File: config.mk
export PLATFORM = sky130hd
export DESIGN_NAME = rgb_to_hls_converter
export DESIGN_NICKNAME = d
export VERILOG_FILES = /design/src/rhls_pkg.sv /design/src/rhls_front.sv /design/src/rhls_fifo.sv /design/src/rhls_div.sv /design/src/rhls_back.sv /design/src/rgb_to_hls_converter.sv
export SDC_FILE = /design/constraint.sdc
export NUM_CORES = 2
export LEC_CHECK = 0
export ABC_AREA = 1
export BUFFER_PORTS_ARGS = -buffer_cell sky130_fd_sc_hd__buf_4
export CAP_MARGIN = 15
export CORE_MARGIN = 4
export CORE_UTILIZATION = 45
export DETAILED_ROUTE_END_ITERATION = 6
export PLACE_DENSITY = 0.6
export SLEW_MARGIN = 20
export SYNTH_ARGS = -nofsm -noshare
export SYNTH_HDL_FRONTEND = slang
export SYNTH_SLANG_ARGS = --single-unit
File: constraint.sdc
create_clock -name clk_i -period 54.6 [get_ports clk_i]
set_input_delay 5.46 -clock clk_i [delete_from_list [all_inputs] [get_ports clk_i]]
set_output_delay 5.46 -clock clk_i [all_outputs]
set_load 0.005 [all_outputs]
File: src/rhls_pkg.sv
// ----------------------------------------------------------------------------
// rhls_pkg
// Shared constants for the RGB to hue/lightness/saturation converter.
// ----------------------------------------------------------------------------
package rhls_pkg;

  // default number of fraction bits on every component
  localparam int unsigned FractionBitsDef = 8;
  // default depth of the queue between front and back (power of two)
  localparam int unsigned QueueDepthDef   = 4;

  // scale points, in whole units before the fraction shift
  localparam int unsigned PctFull   = 100;
  localparam int unsigned DegSector = 60;
  localparam int unsigned DegTurn   = 360;

endpackage

File: src/rhls_front.sv
// ----------------------------------------------------------------------------
// rhls_front
// Accepts colour words, clamps them, finds the dominant component and works
// out spread, lightness, saturation divisor and the hue numerator offset.
// ----------------------------------------------------------------------------
module rhls_front #(
  parameter  int unsigned FractionBits = rhls_pkg::FractionBitsDef,
  localparam int unsigned CompW        = FractionBits + 7,
  localparam int unsigned OffW         = CompW + 3
) (
  input  logic             clk_i,
  input  logic             rst_ni,
  input  logic             in_valid_i,
  output logic             in_ready_o,
  input  logic [CompW-1:0] red_i,
  input  logic [CompW-1:0] green_i,
  input  logic [CompW-1:0] blue_i,
  output logic             out_valid_o,
  input  logic             out_ready_i,
  output logic [CompW-1:0] del_o,
  output logic [CompW-1:0] den_o,
  output logic [OffW-1:0]  off_o,
  output logic [CompW-1:0] light_o
);
  import rhls_pkg::*;

  typedef enum logic [1:0] {
    SectRed,
    SectGreen,
    SectBlue
  } sector_e;

  localparam int unsigned      SumW    = CompW + 1;
  localparam int unsigned      UW      = CompW + 4;
  localparam logic [CompW-1:0] Full    = CompW'(PctFull << FractionBits);
  localparam logic [SumW-1:0]  TwoFull = SumW'(PctFull << (FractionBits + 1));

  // stage handshake
  logic v1_q, v2_q;
  logic rdy1, rdy2;

  // stage 1 signals
  logic [CompW-1:0] r_c, g_c, b_c;
  logic [CompW-1:0] mx, mn;
  sector_e          sect_d, sect1_q;
  logic [CompW:0]   diff_d, diff1_q;
  logic [CompW-1:0] del_d, del1_q;
  logic [SumW-1:0]  sum_d, sum1_q;

  // stage 2 signals
  logic [SumW-1:0]  sum_p1;
  logic [CompW-1:0] light_d, den_d;
  logic [UW-1:0]    base, diff_ext, u_raw, six_del, u_fix;
  logic [CompW-1:0] del2_q, den2_q, light2_q;
  logic [OffW-1:0]  off2_q;

  assign rdy2       = !v2_q || out_ready_i;
  assign rdy1       = !v1_q || rdy2;
  assign in_ready_o = rdy1;

  // clamp, dominant component, spread
  always_comb begin
    r_c = (red_i   > Full) ? Full : red_i;
    g_c = (green_i > Full) ? Full : green_i;
    b_c = (blue_i  > Full) ? Full : blue_i;

    if (r_c >= g_c && r_c >= b_c) begin
      sect_d = SectRed;
      mx     = r_c;
      diff_d = {1'b0, g_c} - {1'b0, b_c};
    end else if (g_c >= b_c) begin
      sect_d = SectGreen;
      mx     = g_c;
      diff_d = {1'b0, b_c} - {1'b0, r_c};
    end else begin
      sect_d = SectBlue;
      mx     = b_c;
      diff_d = {1'b0, r_c} - {1'b0, g_c};
    end

    mn = r_c;
    if (g_c < mn) mn = g_c;
    if (b_c < mn) mn = b_c;

    del_d = mx - mn;
    sum_d = {1'b0, mx} + {1'b0, mn};
  end

  // lightness, divisor, sector offset with wrap into one turn
  always_comb begin
    sum_p1  = sum1_q + SumW'(1);
    light_d = sum_p1[SumW-1:1];
    den_d   = (sum1_q <= {1'b0, Full}) ? sum1_q[CompW-1:0]
                                       : CompW'(TwoFull - sum1_q);

    case (sect1_q)
      SectRed:   base = '0;
      SectGreen: base = UW'({del1_q, 1'b0});
      SectBlue:  base = UW'({del1_q, 2'b00});
      default:   base = '0;
    endcase

    diff_ext = {{3{diff1_q[CompW]}}, diff1_q};
    u_raw    = base + diff_ext;
    six_del  = UW'({del1_q, 2'b00}) + UW'({del1_q, 1'b0});
    u_fix    = u_raw[UW-1] ? (u_raw + six_del) : u_raw;
  end

  // stage valids
  always_ff @(posedge clk_i or negedge rst_ni) begin
    if (!rst_ni) begin
      v1_q <= 1'b0;
      v2_q <= 1'b0;
    end else begin
      if (rdy1) v1_q <= in_valid_i;
      if (rdy2) v2_q <= v1_q;
    end
  end

  // stage payloads
  always_ff @(posedge clk_i) begin
    if (rdy1 && in_valid_i) begin
      sect1_q <= sect_d;
      diff1_q <= diff_d;
      del1_q  <= del_d;
      sum1_q  <= sum_d;
    end
    if (rdy2 && v1_q) begin
      del2_q   <= del1_q;
      den2_q   <= den_d;
      off2_q   <= u_fix[OffW-1:0];
      light2_q <= light_d;
    end
  end

  assign out_valid_o = v2_q;
  assign del_o       = del2_q;
  assign den_o       = den2_q;
  assign off_o       = off2_q;
  assign light_o     = light2_q;

endmodule

File: src/rhls_fifo.sv
// ----------------------------------------------------------------------------
// rhls_fifo
// Short register queue between front and back; Depth is a power of two.
// ----------------------------------------------------------------------------
module rhls_fifo #(
  parameter  int unsigned Width = 8,
  parameter  int unsigned Depth = rhls_pkg::QueueDepthDef,
  localparam int unsigned AddrW = $clog2(Depth),
  localparam int unsigned CntW  = AddrW + 1
) (
  input  logic             clk_i,
  input  logic             rst_ni,
  input  logic             in_valid_i,
  output logic             in_ready_o,
  input  logic [Width-1:0] in_data_i,
  output logic             out_valid_o,
  input  logic             out_ready_i,
  output logic [Width-1:0] out_data_o
);
  import rhls_pkg::*;

  logic [Width-1:0] mem_q [Depth];
  logic [AddrW-1:0] wr_ptr_q, rd_ptr_q;
  logic [CntW-1:0]  cnt_q;
  logic             push, pop;

  assign in_ready_o  = (cnt_q != CntW'(Depth));
  assign out_valid_o = (cnt_q != '0);
  assign out_data_o  = mem_q[rd_ptr_q];
  assign push        = in_valid_i && in_ready_o;
  assign pop         = out_valid_o && out_ready_i;

  // pointers and fill count
  always_ff @(posedge clk_i or negedge rst_ni) begin
    if (!rst_ni) begin
      wr_ptr_q <= '0;
      rd_ptr_q <= '0;
      cnt_q    <= '0;
    end else begin
      if (push) wr_ptr_q <= wr_ptr_q + AddrW'(1);
      if (pop)  rd_ptr_q <= rd_ptr_q + AddrW'(1);
      case ({push, pop})
        2'b10:   cnt_q <= cnt_q + CntW'(1);
        2'b01:   cnt_q <= cnt_q - CntW'(1);
        default: cnt_q <= cnt_q;
      endcase
    end
  end

  // storage
  always_ff @(posedge clk_i) begin
    if (push) mem_q[wr_ptr_q] <= in_data_i;
  end

endmodule

File: src/rhls_div.sv
// ----------------------------------------------------------------------------
// rhls_div
// Pipelined restoring divider, one quotient bit per stage. The numerator
// must be below den << QuoW. Advances only when en_i is high.
// ----------------------------------------------------------------------------
module rhls_div #(
  parameter  int unsigned DivW = 15,
  parameter  int unsigned QuoW = 17,
  localparam int unsigned NumW = DivW + QuoW
) (
  input  logic            clk_i,
  input  logic            en_i,
  input  logic [NumW-1:0] num_i,
  input  logic [DivW-1:0] den_i,
  output logic [QuoW-1:0] quo_o
);
  import rhls_pkg::*;

  // partial remainder, shifting dividend/quotient word, divisor per stage
  logic [DivW-1:0] rem_q  [QuoW];
  logic [QuoW-1:0] work_q [QuoW];
  logic [DivW-1:0] den_q  [QuoW];

  for (genvar k = 0; k < QuoW; k++) begin : g_stage
    logic [DivW-1:0] rem_in, den_in, rem_nx;
    logic [QuoW-1:0] work_in;
    logic [DivW:0]   part, sub;
    logic            ge;

    if (k == 0) begin : g_first
      assign rem_in  = num_i[NumW-1:QuoW];
      assign work_in = num_i[QuoW-1:0];
      assign den_in  = den_i;
    end else begin : g_next
      assign rem_in  = rem_q[k-1];
      assign work_in = work_q[k-1];
      assign den_in  = den_q[k-1];
    end

    // trial subtract of the divisor
    assign part   = {rem_in, work_in[QuoW-1]};
    assign sub    = part - {1'b0, den_in};
    assign ge     = (part >= {1'b0, den_in});
    assign rem_nx = ge ? sub[DivW-1:0] : part[DivW-1:0];

    always_ff @(posedge clk_i) begin
      if (en_i) begin
        rem_q[k]  <= rem_nx;
        work_q[k] <= {work_in[QuoW-2:0], ge};
        den_q[k]  <= den_in;
      end
    end
  end

  assign quo_o = work_q[QuoW-1];

endmodule

File: src/rhls_back.sv
// ----------------------------------------------------------------------------
// rhls_back
// Forms both dividends, runs the saturation and hue divisions side by side
// and finishes clamp, wrap and grey handling into the output register.
// ----------------------------------------------------------------------------
module rhls_back #(
  parameter  int unsigned FractionBits = rhls_pkg::FractionBitsDef,
  localparam int unsigned CompW        = FractionBits + 7,
  localparam int unsigned OffW         = CompW + 3,
  localparam int unsigned HueW         = FractionBits + 9
) (
  input  logic             clk_i,
  input  logic             rst_ni,
  input  logic             in_valid_i,
  output logic             in_ready_o,
  input  logic [CompW-1:0] del_i,
  input  logic [CompW-1:0] den_i,
  input  logic [OffW-1:0]  off_i,
  input  logic [CompW-1:0] light_i,
  output logic             out_valid_o,
  input  logic             out_ready_i,
  output logic [HueW-1:0]  hue_o,
  output logic [CompW-1:0] light_o,
  output logic [CompW-1:0] sat_o
);
  import rhls_pkg::*;

  localparam int unsigned      QuoW     = HueW;
  localparam int unsigned      NumW     = CompW + QuoW;
  localparam logic [NumW-1:0]  FullN    = NumW'(PctFull << FractionBits);
  localparam logic [NumW-1:0]  SixtyN   = NumW'(DegSector << FractionBits);
  localparam logic [QuoW-1:0]  FullQ    = QuoW'(PctFull << FractionBits);
  localparam logic [HueW-1:0]  FullTurn = HueW'(DegTurn << FractionBits);

  logic en;

  // dividend stage
  logic             v0_q, grey0_q;
  logic [NumW-1:0]  sat_num_q, hue_num_q;
  logic [CompW-1:0] den0_q, del0_q, light0_q;

  // sideband alongside the divider stages
  logic             vld_q   [QuoW];
  logic             grey_q  [QuoW];
  logic [CompW-1:0] light_q [QuoW];

  // quotients and finishing
  logic [QuoW-1:0]  sat_quo, hue_quo;
  logic [QuoW-1:0]  sat_clamp;
  logic [HueW-1:0]  hue_wrap;

  // output register
  logic             out_valid_q;
  logic [HueW-1:0]  hue_q;
  logic [CompW-1:0] lt_q, sat_q;

  // whole pipe freezes while a result waits
  assign en         = !out_valid_q || out_ready_i;
  assign in_ready_o = en;

  always_ff @(posedge clk_i or negedge rst_ni) begin
    if (!rst_ni) begin
      v0_q <= 1'b0;
    end else if (en) begin
      v0_q <= in_valid_i;
    end
  end

  // rounded dividends: spread*full + den/2 and offset*60deg + spread/2
  always_ff @(posedge clk_i) begin
    if (en && in_valid_i) begin
      sat_num_q <= NumW'(del_i) * FullN + NumW'(den_i[CompW-1:1]);
      hue_num_q <= NumW'(off_i) * SixtyN + NumW'(del_i[CompW-1:1]);
      den0_q    <= den_i;
      del0_q    <= del_i;
      light0_q  <= light_i;
      grey0_q   <= (del_i == '0);
    end
  end

  rhls_div #(
    .DivW (CompW),
    .QuoW (QuoW)
  ) u_sat_div (
    .clk_i (clk_i),
    .en_i  (en),
    .num_i (sat_num_q),
    .den_i (den0_q),
    .quo_o (sat_quo)
  );

  rhls_div #(
    .DivW (CompW),
    .QuoW (QuoW)
  ) u_hue_div (
    .clk_i (clk_i),
    .en_i  (en),
    .num_i (hue_num_q),
    .den_i (del0_q),
    .quo_o (hue_quo)
  );

  // sideband delay line, matched to divider depth
  for (genvar k = 0; k < QuoW; k++) begin : g_side
    logic             vld_in, grey_in;
    logic [CompW-1:0] light_in;

    if (k == 0) begin : g_first
      assign vld_in   = v0_q;
      assign grey_in  = grey0_q;
      assign light_in = light0_q;
    end else begin : g_next
      assign vld_in   = vld_q[k-1];
      assign grey_in  = grey_q[k-1];
      assign light_in = light_q[k-1];
    end

    always_ff @(posedge clk_i or negedge rst_ni) begin
      if (!rst_ni) begin
        vld_q[k] <= 1'b0;
      end else if (en) begin
        vld_q[k] <= vld_in;
      end
    end

    always_ff @(posedge clk_i) begin
      if (en) begin
        grey_q[k]  <= grey_in;
        light_q[k] <= light_in;
      end
    end
  end

  // clamp saturation, wrap a full turn back to zero
  assign sat_clamp = (sat_quo > FullQ) ? FullQ : sat_quo;
  assign hue_wrap  = (hue_quo >= FullTurn) ? (hue_quo - FullTurn) : hue_quo;

  always_ff @(posedge clk_i or negedge rst_ni) begin
    if (!rst_ni) begin
      out_valid_q <= 1'b0;
    end else if (en) begin
      out_valid_q <= vld_q[QuoW-1];
    end
  end

  always_ff @(posedge clk_i) begin
    if (en && vld_q[QuoW-1]) begin
      hue_q <= grey_q[QuoW-1] ? '0 : hue_wrap;
      sat_q <= grey_q[QuoW-1] ? '0 : sat_clamp[CompW-1:0];
      lt_q  <= light_q[QuoW-1];
    end
  end

  assign out_valid_o = out_valid_q;
  assign hue_o       = hue_q;
  assign light_o     = lt_q;
  assign sat_o       = sat_q;

endmodule

File: src/rgb_to_hls_converter.sv
// ----------------------------------------------------------------------------
// rgb_to_hls_converter
// Colour space converter: red/green/blue percentages in, hue in degrees and
// lightness/saturation percentages out, all fixed point.
// ----------------------------------------------------------------------------
// Usage:
//   One word in on the s_axis channel carries red, green and blue; one word
//   out on the m_axis channel carries hue, lightness and saturation for it,
//   in the same order. Components above 100 percent are clamped.
//   A word passes two front stages, one queue slot, the dividend stage, the
//   divider and the output register. Throughput is one word per cycle while
//   the output is not held; both divisions are pipelined, one quotient bit
//   per stage over FractionBits + 9 stages. The front end (two stages) feeds
//   a QueueDepth-word queue (four at the default), so words keep coming in
//   while the back end is held. When m_axis_tready is low while a result
//   waits, the back end and its output register freeze; s_axis_tready falls
//   once the queue and front stages are full.
//   Reset clears all valid flags and the queue; the block accepts words as
//   soon as reset is released.
// ----------------------------------------------------------------------------
module rgb_to_hls_converter #(
  parameter  int unsigned FractionBits = rhls_pkg::FractionBitsDef,
  parameter  int unsigned QueueDepth   = rhls_pkg::QueueDepthDef,
  localparam int unsigned CompW        = FractionBits + 7,
  localparam int unsigned HueW         = FractionBits + 9,
  localparam int unsigned InW          = ((3 * CompW + 7) / 8) * 8,
  localparam int unsigned OutW         = ((HueW + 2 * CompW + 7) / 8) * 8
) (
  input  logic            clk_i,
  input  logic            rst_ni,
  input  logic            s_axis_tvalid_i,
  output logic            s_axis_tready_o,
  input  logic [InW-1:0]  s_axis_tdata_i,   // red, green, blue
  output logic            m_axis_tvalid_o,
  input  logic            m_axis_tready_i,
  output logic [OutW-1:0] m_axis_tdata_o    // hue, lightness, saturation
);
  import rhls_pkg::*;

  localparam int unsigned      OffW     = CompW + 3;
  localparam int unsigned      QW       = 3 * CompW + OffW;
  localparam logic [CompW-1:0] Full     = CompW'(PctFull << FractionBits);
  localparam logic [HueW-1:0]  FullTurn = HueW'(DegTurn << FractionBits);

  logic             fr_valid, fr_ready;
  logic [CompW-1:0] fr_del, fr_den, fr_light;
  logic [OffW-1:0]  fr_off;

  logic             q_valid, q_ready;
  logic [QW-1:0]    q_wdata, q_rdata;

  logic [HueW-1:0]  out_hue;
  logic [CompW-1:0] out_light, out_sat;

  rhls_front #(
    .FractionBits (FractionBits)
  ) u_front (
    .clk_i       (clk_i),
    .rst_ni      (rst_ni),
    .in_valid_i  (s_axis_tvalid_i),
    .in_ready_o  (s_axis_tready_o),
    .red_i       (s_axis_tdata_i[CompW-1:0]),
    .green_i     (s_axis_tdata_i[2*CompW-1:CompW]),
    .blue_i      (s_axis_tdata_i[3*CompW-1:2*CompW]),
    .out_valid_o (fr_valid),
    .out_ready_i (fr_ready),
    .del_o       (fr_del),
    .den_o       (fr_den),
    .off_o       (fr_off),
    .light_o     (fr_light)
  );

  assign q_wdata = {fr_light, fr_off, fr_den, fr_del};

  rhls_fifo #(
    .Width (QW),
    .Depth (QueueDepth)
  ) u_queue (
    .clk_i       (clk_i),
    .rst_ni      (rst_ni),
    .in_valid_i  (fr_valid),
    .in_ready_o  (fr_ready),
    .in_data_i   (q_wdata),
    .out_valid_o (q_valid),
    .out_ready_i (q_ready),
    .out_data_o  (q_rdata)
  );

  rhls_back #(
    .FractionBits (FractionBits)
  ) u_back (
    .clk_i       (clk_i),
    .rst_ni      (rst_ni),
    .in_valid_i  (q_valid),
    .in_ready_o  (q_ready),
    .del_i       (q_rdata[CompW-1:0]),
    .den_i       (q_rdata[2*CompW-1:CompW]),
    .off_i       (q_rdata[2*CompW+OffW-1:2*CompW]),
    .light_i     (q_rdata[QW-1:2*CompW+OffW]),
    .out_valid_o (m_axis_tvalid_o),
    .out_ready_i (m_axis_tready_i),
    .hue_o       (out_hue),
    .light_o     (out_light),
    .sat_o       (out_sat)
  );

  assign m_axis_tdata_o = OutW'({out_sat, out_light, out_hue});

`ifndef SYNTHESIS
  // hue always lands inside one turn
  a_hue_range: assert property (@(posedge clk_i) disable iff (!rst_ni)
    m_axis_tvalid_o |-> (out_hue < FullTurn))
    else $error("hue word at or above a full turn");

  // lightness and saturation never exceed full scale
  a_pct_range: assert property (@(posedge clk_i) disable iff (!rst_ni)
    m_axis_tvalid_o |-> (out_light <= Full) && (out_sat <= Full))
    else $error("percentage word above full scale");

  // any non-zero hue comes from a coloured input, so saturation is non-zero
  a_hue_sat: assert property (@(posedge clk_i) disable iff (!rst_ni)
    (m_axis_tvalid_o && (out_hue != '0)) |-> (out_sat != '0))
    else $error("non-zero hue with zero saturation");

  // input held off only when the queue is full
  a_backpressure: assert property (@(posedge clk_i) disable iff (!rst_ni)
    !s_axis_tready_o |-> !fr_ready)
    else $error("input stalled with room in the queue");
`endif

endmodule

* Word-level counts from Yosys, hierarchy flattened
Memory sizes are Yosys's and may differ from the RTL's. A register that Yosys moved wholly into a read port is not among the register bits.
Index checks and enable logic that the tools add are counted.
** Word-level totals
- Bits in registers :: 281
- RAM bits :: 2122
- Bits of input ports :: 52
- Output and inout bits :: 50
- Memories kept :: 9
** Operators by class
- $add $sub $neg :: 51
- Multipliers :: 2
- Magnitude comparators :: 45
- Equality and inequality tests :: 5
- Muxes and demuxes :: 54
- Reduce and logical (&&, ||, !) cells :: 16
** Memory list
- u_back.u_hue_div.work_q :: words 17, bits a word 17, read ports 17, clocked after Yosys merged registers in 0, wr ports 17, line rhls_div.sv:21 : logic [QuoW-1:0] work_q [QuoW];
- u_back.u_sat_div.work_q :: words 17, bits a word 17, read ports 17, clocked after Yosys merged registers in 0, wr ports 17, line rhls_div.sv:21
- u_back.light_q :: words 17, bits a word 15, read ports 17, clocked after Yosys merged registers in 1, wr ports 17, line rhls_back.sv:45 : logic [CompW-1:0] light_q [QuoW];
- u_back.u_hue_div.den_q :: words 17, bits a word 15, read ports 16, clocked after Yosys merged registers in 0, wr ports 17, line rhls_div.sv:22 : logic [DivW-1:0] den_q [QuoW];
- u_back.u_hue_div.rem_q :: words 17, bits a word 15, read ports 16, clocked after Yosys merged registers in 0, wr ports 17, line rhls_div.sv:20 : logic [DivW-1:0] rem_q [QuoW];
- u_back.u_sat_div.den_q :: words 17, bits a word 15, read ports 16, clocked after Yosys merged registers in 0, wr ports 17, line rhls_div.sv:22
- +3 memories
** Operator list (count)
- 15-bit 2-to-1 mux :: 43
- 16-bit by 15-bit >= comparator with 1-bit output :: 33
- 15-bit subtractor :: 35
- 15-bit >= comparator :: 4
- 15-bit by 15-bit subtractor with 16-bit output :: 3
- 15-bit > comparator, second input constant :: 3
- 17-bit one-hot mux with 2 select lines :: 1
- 32-bit by 14-bit adder with 32-bit output :: 1
- 16-bit 2-to-1 mux :: 2
- 30-bit by 14-bit adder with 31-bit output :: 1
- 15-bit < comparator :: 2
- 18-bit by 4-bit multiplier with 22-bit output, second input constant :: 1
- 15-bit by 5-bit multiplier with 20-bit output, second input constant :: 1
- 18-bit by 16-bit adder with 19-bit output :: 1
- 17-bit by 16-bit adder with 18-bit output :: 1
- 18-bit adder :: 1
- 18-bit 2-to-1 mux :: 1
- 17-bit >= comparator, second input constant :: 1
- 17-bit by 15-bit > comparator with 1-bit output, second input constant :: 1
- 17-bit 2-to-1 mux :: 1
- 17-bit subtractor, second input constant :: 1
- 15-bit by 15-bit adder with 16-bit output :: 1
- 16-bit by 1-bit adder with 16-bit output, second input constant :: 1
- 16-bit by 15-bit <= comparator with 1-bit output, second input constant :: 1
- other kinds (17) :: 32

* Logic depth before layout (Yosys ltp)
- Depth after elaboration :: 7
- Depth in mapped cells :: 47

* By module
A second synthesis with hierarchy kept.
** Second synthesis, totals
- Cells, all modules :: 13107
- Area, all modules :: 126313.6 µm²
** By module, submodules not included
- rhls_div (u_back.u_hue_div) :: instances 1, cells an instance 4718, area each 42703.5 µm², seq. area each 23092.1 µm²
- rhls_div (u_back.u_sat_div) :: instances 1, cells an instance 4713, area each 42620.9 µm², seq. area each 23092.1 µm²
- rhls_back :: instances 1, cells an instance 1398, area each 18572.8 µm², seq. area each 12727.2 µm²
- rhls_front :: instances 1, cells an instance 1483, area each 11398.4 µm², seq. area each 3353.2 µm²
- rhls_fifo :: instances 1, cells an instance 793, area each 11006.8 µm², seq. area each 7742.4 µm²
- rgb_to_hls_converter :: instances 1, cells an instance 2, area each 11.3 µm², seq. area each 0.0 µm²

* Worst setup path before layout
OpenSTA, ideal clock, no wires.
- Path kind :: input to register
- Start :: input port m_axis_tready_i
- End :: memory u_back.grey_q[0][0], enable pin
- Arrival time :: 48.094 ns
- Data required time :: 52.047 ns
- Path slack :: 3.953 ns
- Cell stages on the path :: 4
- Path buffers :: 2
- Cells stage by stage :: nor2_1 clkbuf_1 inv_1 clkbuf_1
** RTL lines
- start, declared :: line rgb_to_hls_converter.sv:35 : input logic m_axis_tready_i,
- end, declared :: line rhls_back.sv:44 : logic grey_q [QuoW];

* Worst setup path in the final report
- Start :: input port s_axis_tdata_i[23]
- End :: register u_front.sum1_q[13], data pin
** Between the ends
- Cells in the longest elaborated chain, start to end :: 7
** Ends and longest elaborated chain
- start, declared :: line rgb_to_hls_converter.sv:33 : input logic [InW-1:0] s_axis_tdata_i,
- 15-bit > comparator :: line rhls_front.sv:64 : g_c = (green_i > Full) ? Full : green_i;
- 15-bit 2-to-1 mux * :: line rhls_front.sv:64
- 15-bit < comparator :: line rhls_front.sv:82 : if (g_c < mn) mn = g_c;
- 15-bit 2-to-1 mux :: line rhls_front.sv:82
- 15-bit < comparator :: line rhls_front.sv:83 : if (b_c < mn) mn = b_c;
- 15-bit 2-to-1 mux :: line rhls_front.sv:83
- 15-bit by 15-bit adder with 16-bit output * :: line rhls_front.sv:86 : sum_d = {1'b0, mx} + {1'b0, mn};
- via u_front.sum_d[13] :: line rhls_front.sv:48 : logic [SumW-1:0] sum_d, sum1_q;
- end signal, assigned :: line rhls_front.sv:126 : sum1_q <= sum_d;
- end, declared :: line rhls_front.sv:48
The timed path passes the listed nets; every way through them passes the cells marked *.
A chain may end at the register's enable or synchronous reset.

==> impl_metrics.tcl <==
set metrics [dict create \
    port_buffers 97 \
    grt_pass1_wl_um 337500 \
    fin_nets 10400 \
    holdWs_ns 0.3646 \
    syn_inst 9348 \
    status "finished, final reports clean" \
    critPathMaxStageDelay_ns 0.55 \
    syn-cell-area_um2 105000 \
    fin_area_um2 116100 \
    drcViolationCount 0 \
    dpl.hpwl_um 152300 \
    synth_fp_nets 10230 \
    worst_pin_slew_ns 1.090 \
    synthFlopType "edfxtp_1" \
    yosys_register_bits 2085 \
    r2r_end "u_back.sat_num_q[25]" \
    r2r_cells 21 \
    grt.overflow.total 0 \
    antenna_found_initial 1 \
    startpoint "s_axis_tdata_i[23]" \
    synth-async-reset-ratio_pct 1.343 \
    post_cts_resized 0 \
    drive_above_1_share_pct 5.917 \
    clock-sinks 2085 \
    grt_pass1_vias 66630 \
    place.gp.congestion 0.9040 \
    num_vias 66230 \
    seq_area_frac_synth_pct 59.48 \
    min_period_over_period_pct 21.68 \
    antenna_left 0 \
    crit_path_top_delay_cell "o21ai_0" \
    layout_commonest_cell "edfxtp_1" \
    max_clock_freq_mhz 84.48 \
    path_max_fanout 29 \
    finalWorstPathRequiredPeriod_ns 11.84 \
    maxCapViolCount 0 \
    worstSetupEndpointType "flip-flop" \
    hold_buffers 0 \
    via_per_inst 5.196 \
    r2r_start "u_queue.rd_ptr_q[1]" \
    cpMostUsedCell "nand2_1" \
    synth_edf_count 2057 \
    htreeDepth 4 \
    cp.required_ns 55.21 \
    placementRows 177 \
    pin_count 102 \
    die_y_um 491.1 \
    die_w_um 491.1 \
    ff2ff_setup_slack_ns 48.26 \
    rsz0062_at_grt "no" \
    grtUsageTotal_pct 17.01 \
    skew_ns 0.07258 \
    crit_type "input pin to flip-flop" \
    min_path_type "flip-flop to flip-flop" \
    cts_tree "done" \
    crit_arrival_ns 12.45 \
    grt_max_degree 188 \
    layout_common_cells "2057 x edfxtp_1, 1257 x nand2_1, 1123 x inv_1" \
    post-cts-setup-buffers 0 \
    drt_pass1_iterations 6 \
    start_kind "input pin" \
    fillers 20100 \
    ys.warnings.count 0 \
    syn_to_final_growth_pct 10.56 \
    cts_buffers 212 \
    yosysUniqueCellTypes 64 \
    max_slew_margin_pct 26.90 \
    slew_violations 0 \
    die_area_um2 241200 \
    drt_iter0_markers 4458 \
    utilization_pct 49.98 \
    root_buffer "clkbuf_16" \
    timing_hold_violations_final 0 \
    syn-mean-instance-area_um2 11.24 \
    core_area_um2 232300 \
    placed_cell_area_um2 109000 \
    tns_ns 0 \
    cts.clk_slew.worst_paths_ns 0.06 \
    initial_core_util_pct 45.21 \
    wire_per_inst_um 16.36 \
    routed_wl_um 208500 \
    clockBufferDepth 3 \
    timing.critical_path.to "u_front.sum1_q[13]" \
    clock_latency_ns 0.86 \
    setup_viol 0 \
]
-- critical path, delay by kind of cell --
family / cells / cell delay [ns]
adder cells (fa/ha/maj): 3 / 1.16
AND/OR/NAND/NOR: 19 / 2.83
AO/OA/AOI/OAI: 7 / 2.01
buffers and inverters: 5 / 0.94
-- stage by stage --
step	std cells	setup WS, ns
floorplan	9348	3.953
global placement	12350	41.76
detailed placement	12350	41.83
CTS	12740	42.77
global route	12750	42.17
finish	12750	42.76
-- cell families (layout without fill, tap and decap cells) --
| kind of cell | count (synthesis) | after routing | synth area share (%) |
|---|---|---|---|
| AOI/OAI and AO/OA | 1869 | 1869 | 9.750 |
| adders and majority gates | 830 | 830 | 10.60 |
| buffers and inverters | 1320 | 1673 | 4.970 |
| DFF | 2085 | 2085 | 59.48 |
| xor gates and xnor gates | 517 | 517 | 4.311 |
| and+or+nand+nor | 2726 | 2726 | 10.89 |
| other | 1 | 4 | 0.003570 |
-- synthesized netlist by cell type, types with 27 or more instances --
cell type	n	area, µm²
fa_1	99	1982
o22ai_1	46	287.8
edfxtp_1	2057	61770
dfrtp_1	28	700.7
inv_1	1126	4227
or2_2	27	168.9
nor2_1	888	3333
o2bb2ai_1	29	254.0
o21ai_1	52	260.3
a31oi_1	35	219.0
nor3_1	119	595.6
o31ai_1	47	352.8
clkbuf_1	70	262.8
nand2_1	1257	4718
xnor2_1	231	2023
nand4_1	73	456.7
nand3b_1	34	255.2
nand3_1	213	1066
a21oi_1	1044	5225
ha_1	731	9146
buf_2	79	395.4
o21ai_0	429	2147
xor2_1	286	2505
a21o_1	68	510.5
nor4_1	48	300.3
-- worst min path at each step --
stage / depth (start not counted) / slack [ns] / start / to
after floorplan: 0 / 0.40 / u_back.g_side[0].grey_in / u_back.grey_q[0][0]
after global placement: 0 / 0.40 / u_back.u_hue_div.work_q[0][222] / u_back.u_hue_div.work_q[0][240]
after detailed placement: 0 / 0.40 / u_back.grey_q[0][6] / u_back.grey_q[0][7]
after CTS: 0 / 0.36 / u_back.light_q[1][1] / u_back.light_q[2][1]
after global routing: 0 / 0.37 / u_back.light_q[1][1] / u_back.light_q[2][1]
final: 0 / 0.36 / u_back.light_q[1][1] / u_back.light_q[2][1]
-- state kept, by name (all words and copies together) (netlist names), 22 cells and up --
| signal | cells |
|---|---|
| u_back.u_sat_div.work_q | 174 |
| u_back.u_sat_div.rem_q | 240 |
| u_back.u_hue_div.rem_q | 240 |
| u_back.u_hue_div.den_q | 125 |
| u_back.hue_num_q | 22 |
| u_back.light_q | 255 |
| u_back.u_hue_div.work_q | 289 |
| u_queue.mem_q | 248 |
| u_back.u_sat_div.den_q | 224 |
-- layer usage --
layer | vias to the layer above | wire length, µm | track usage, %
met1 | 31270 | 87670 | 20.41
met2 | 1349 | 106200 | 30.99
met5 | - | 0 | 0
met3 | 475 | 7281 | 2.357
li1 | 33140 | - | -
met4 | 0 | 7380 | 6.333
-- final cells by class --
type | count | area (µm²) | share of cell area [%]
Antenna cell | 3 | 7.507 | 0.006465
Clock inverter | 153 | 1603 | 1.380
Clock buffer | 246 | 5454 | 4.697
Inverter | 1141 | 4292 | 3.696
Multi-Input combinational cell | 5943 | 37440 | 32.24
Tap cell | 3043 | 3807 | 3.279
Sequential cell | 2085 | 62470 | 53.80
Timing Repair Buffer | 133 | 1049 | 0.9029
Power is left out: the tool's default activity adds up to more than one toggle a clock period on the data nets, which glitch-free logic cannot reach.
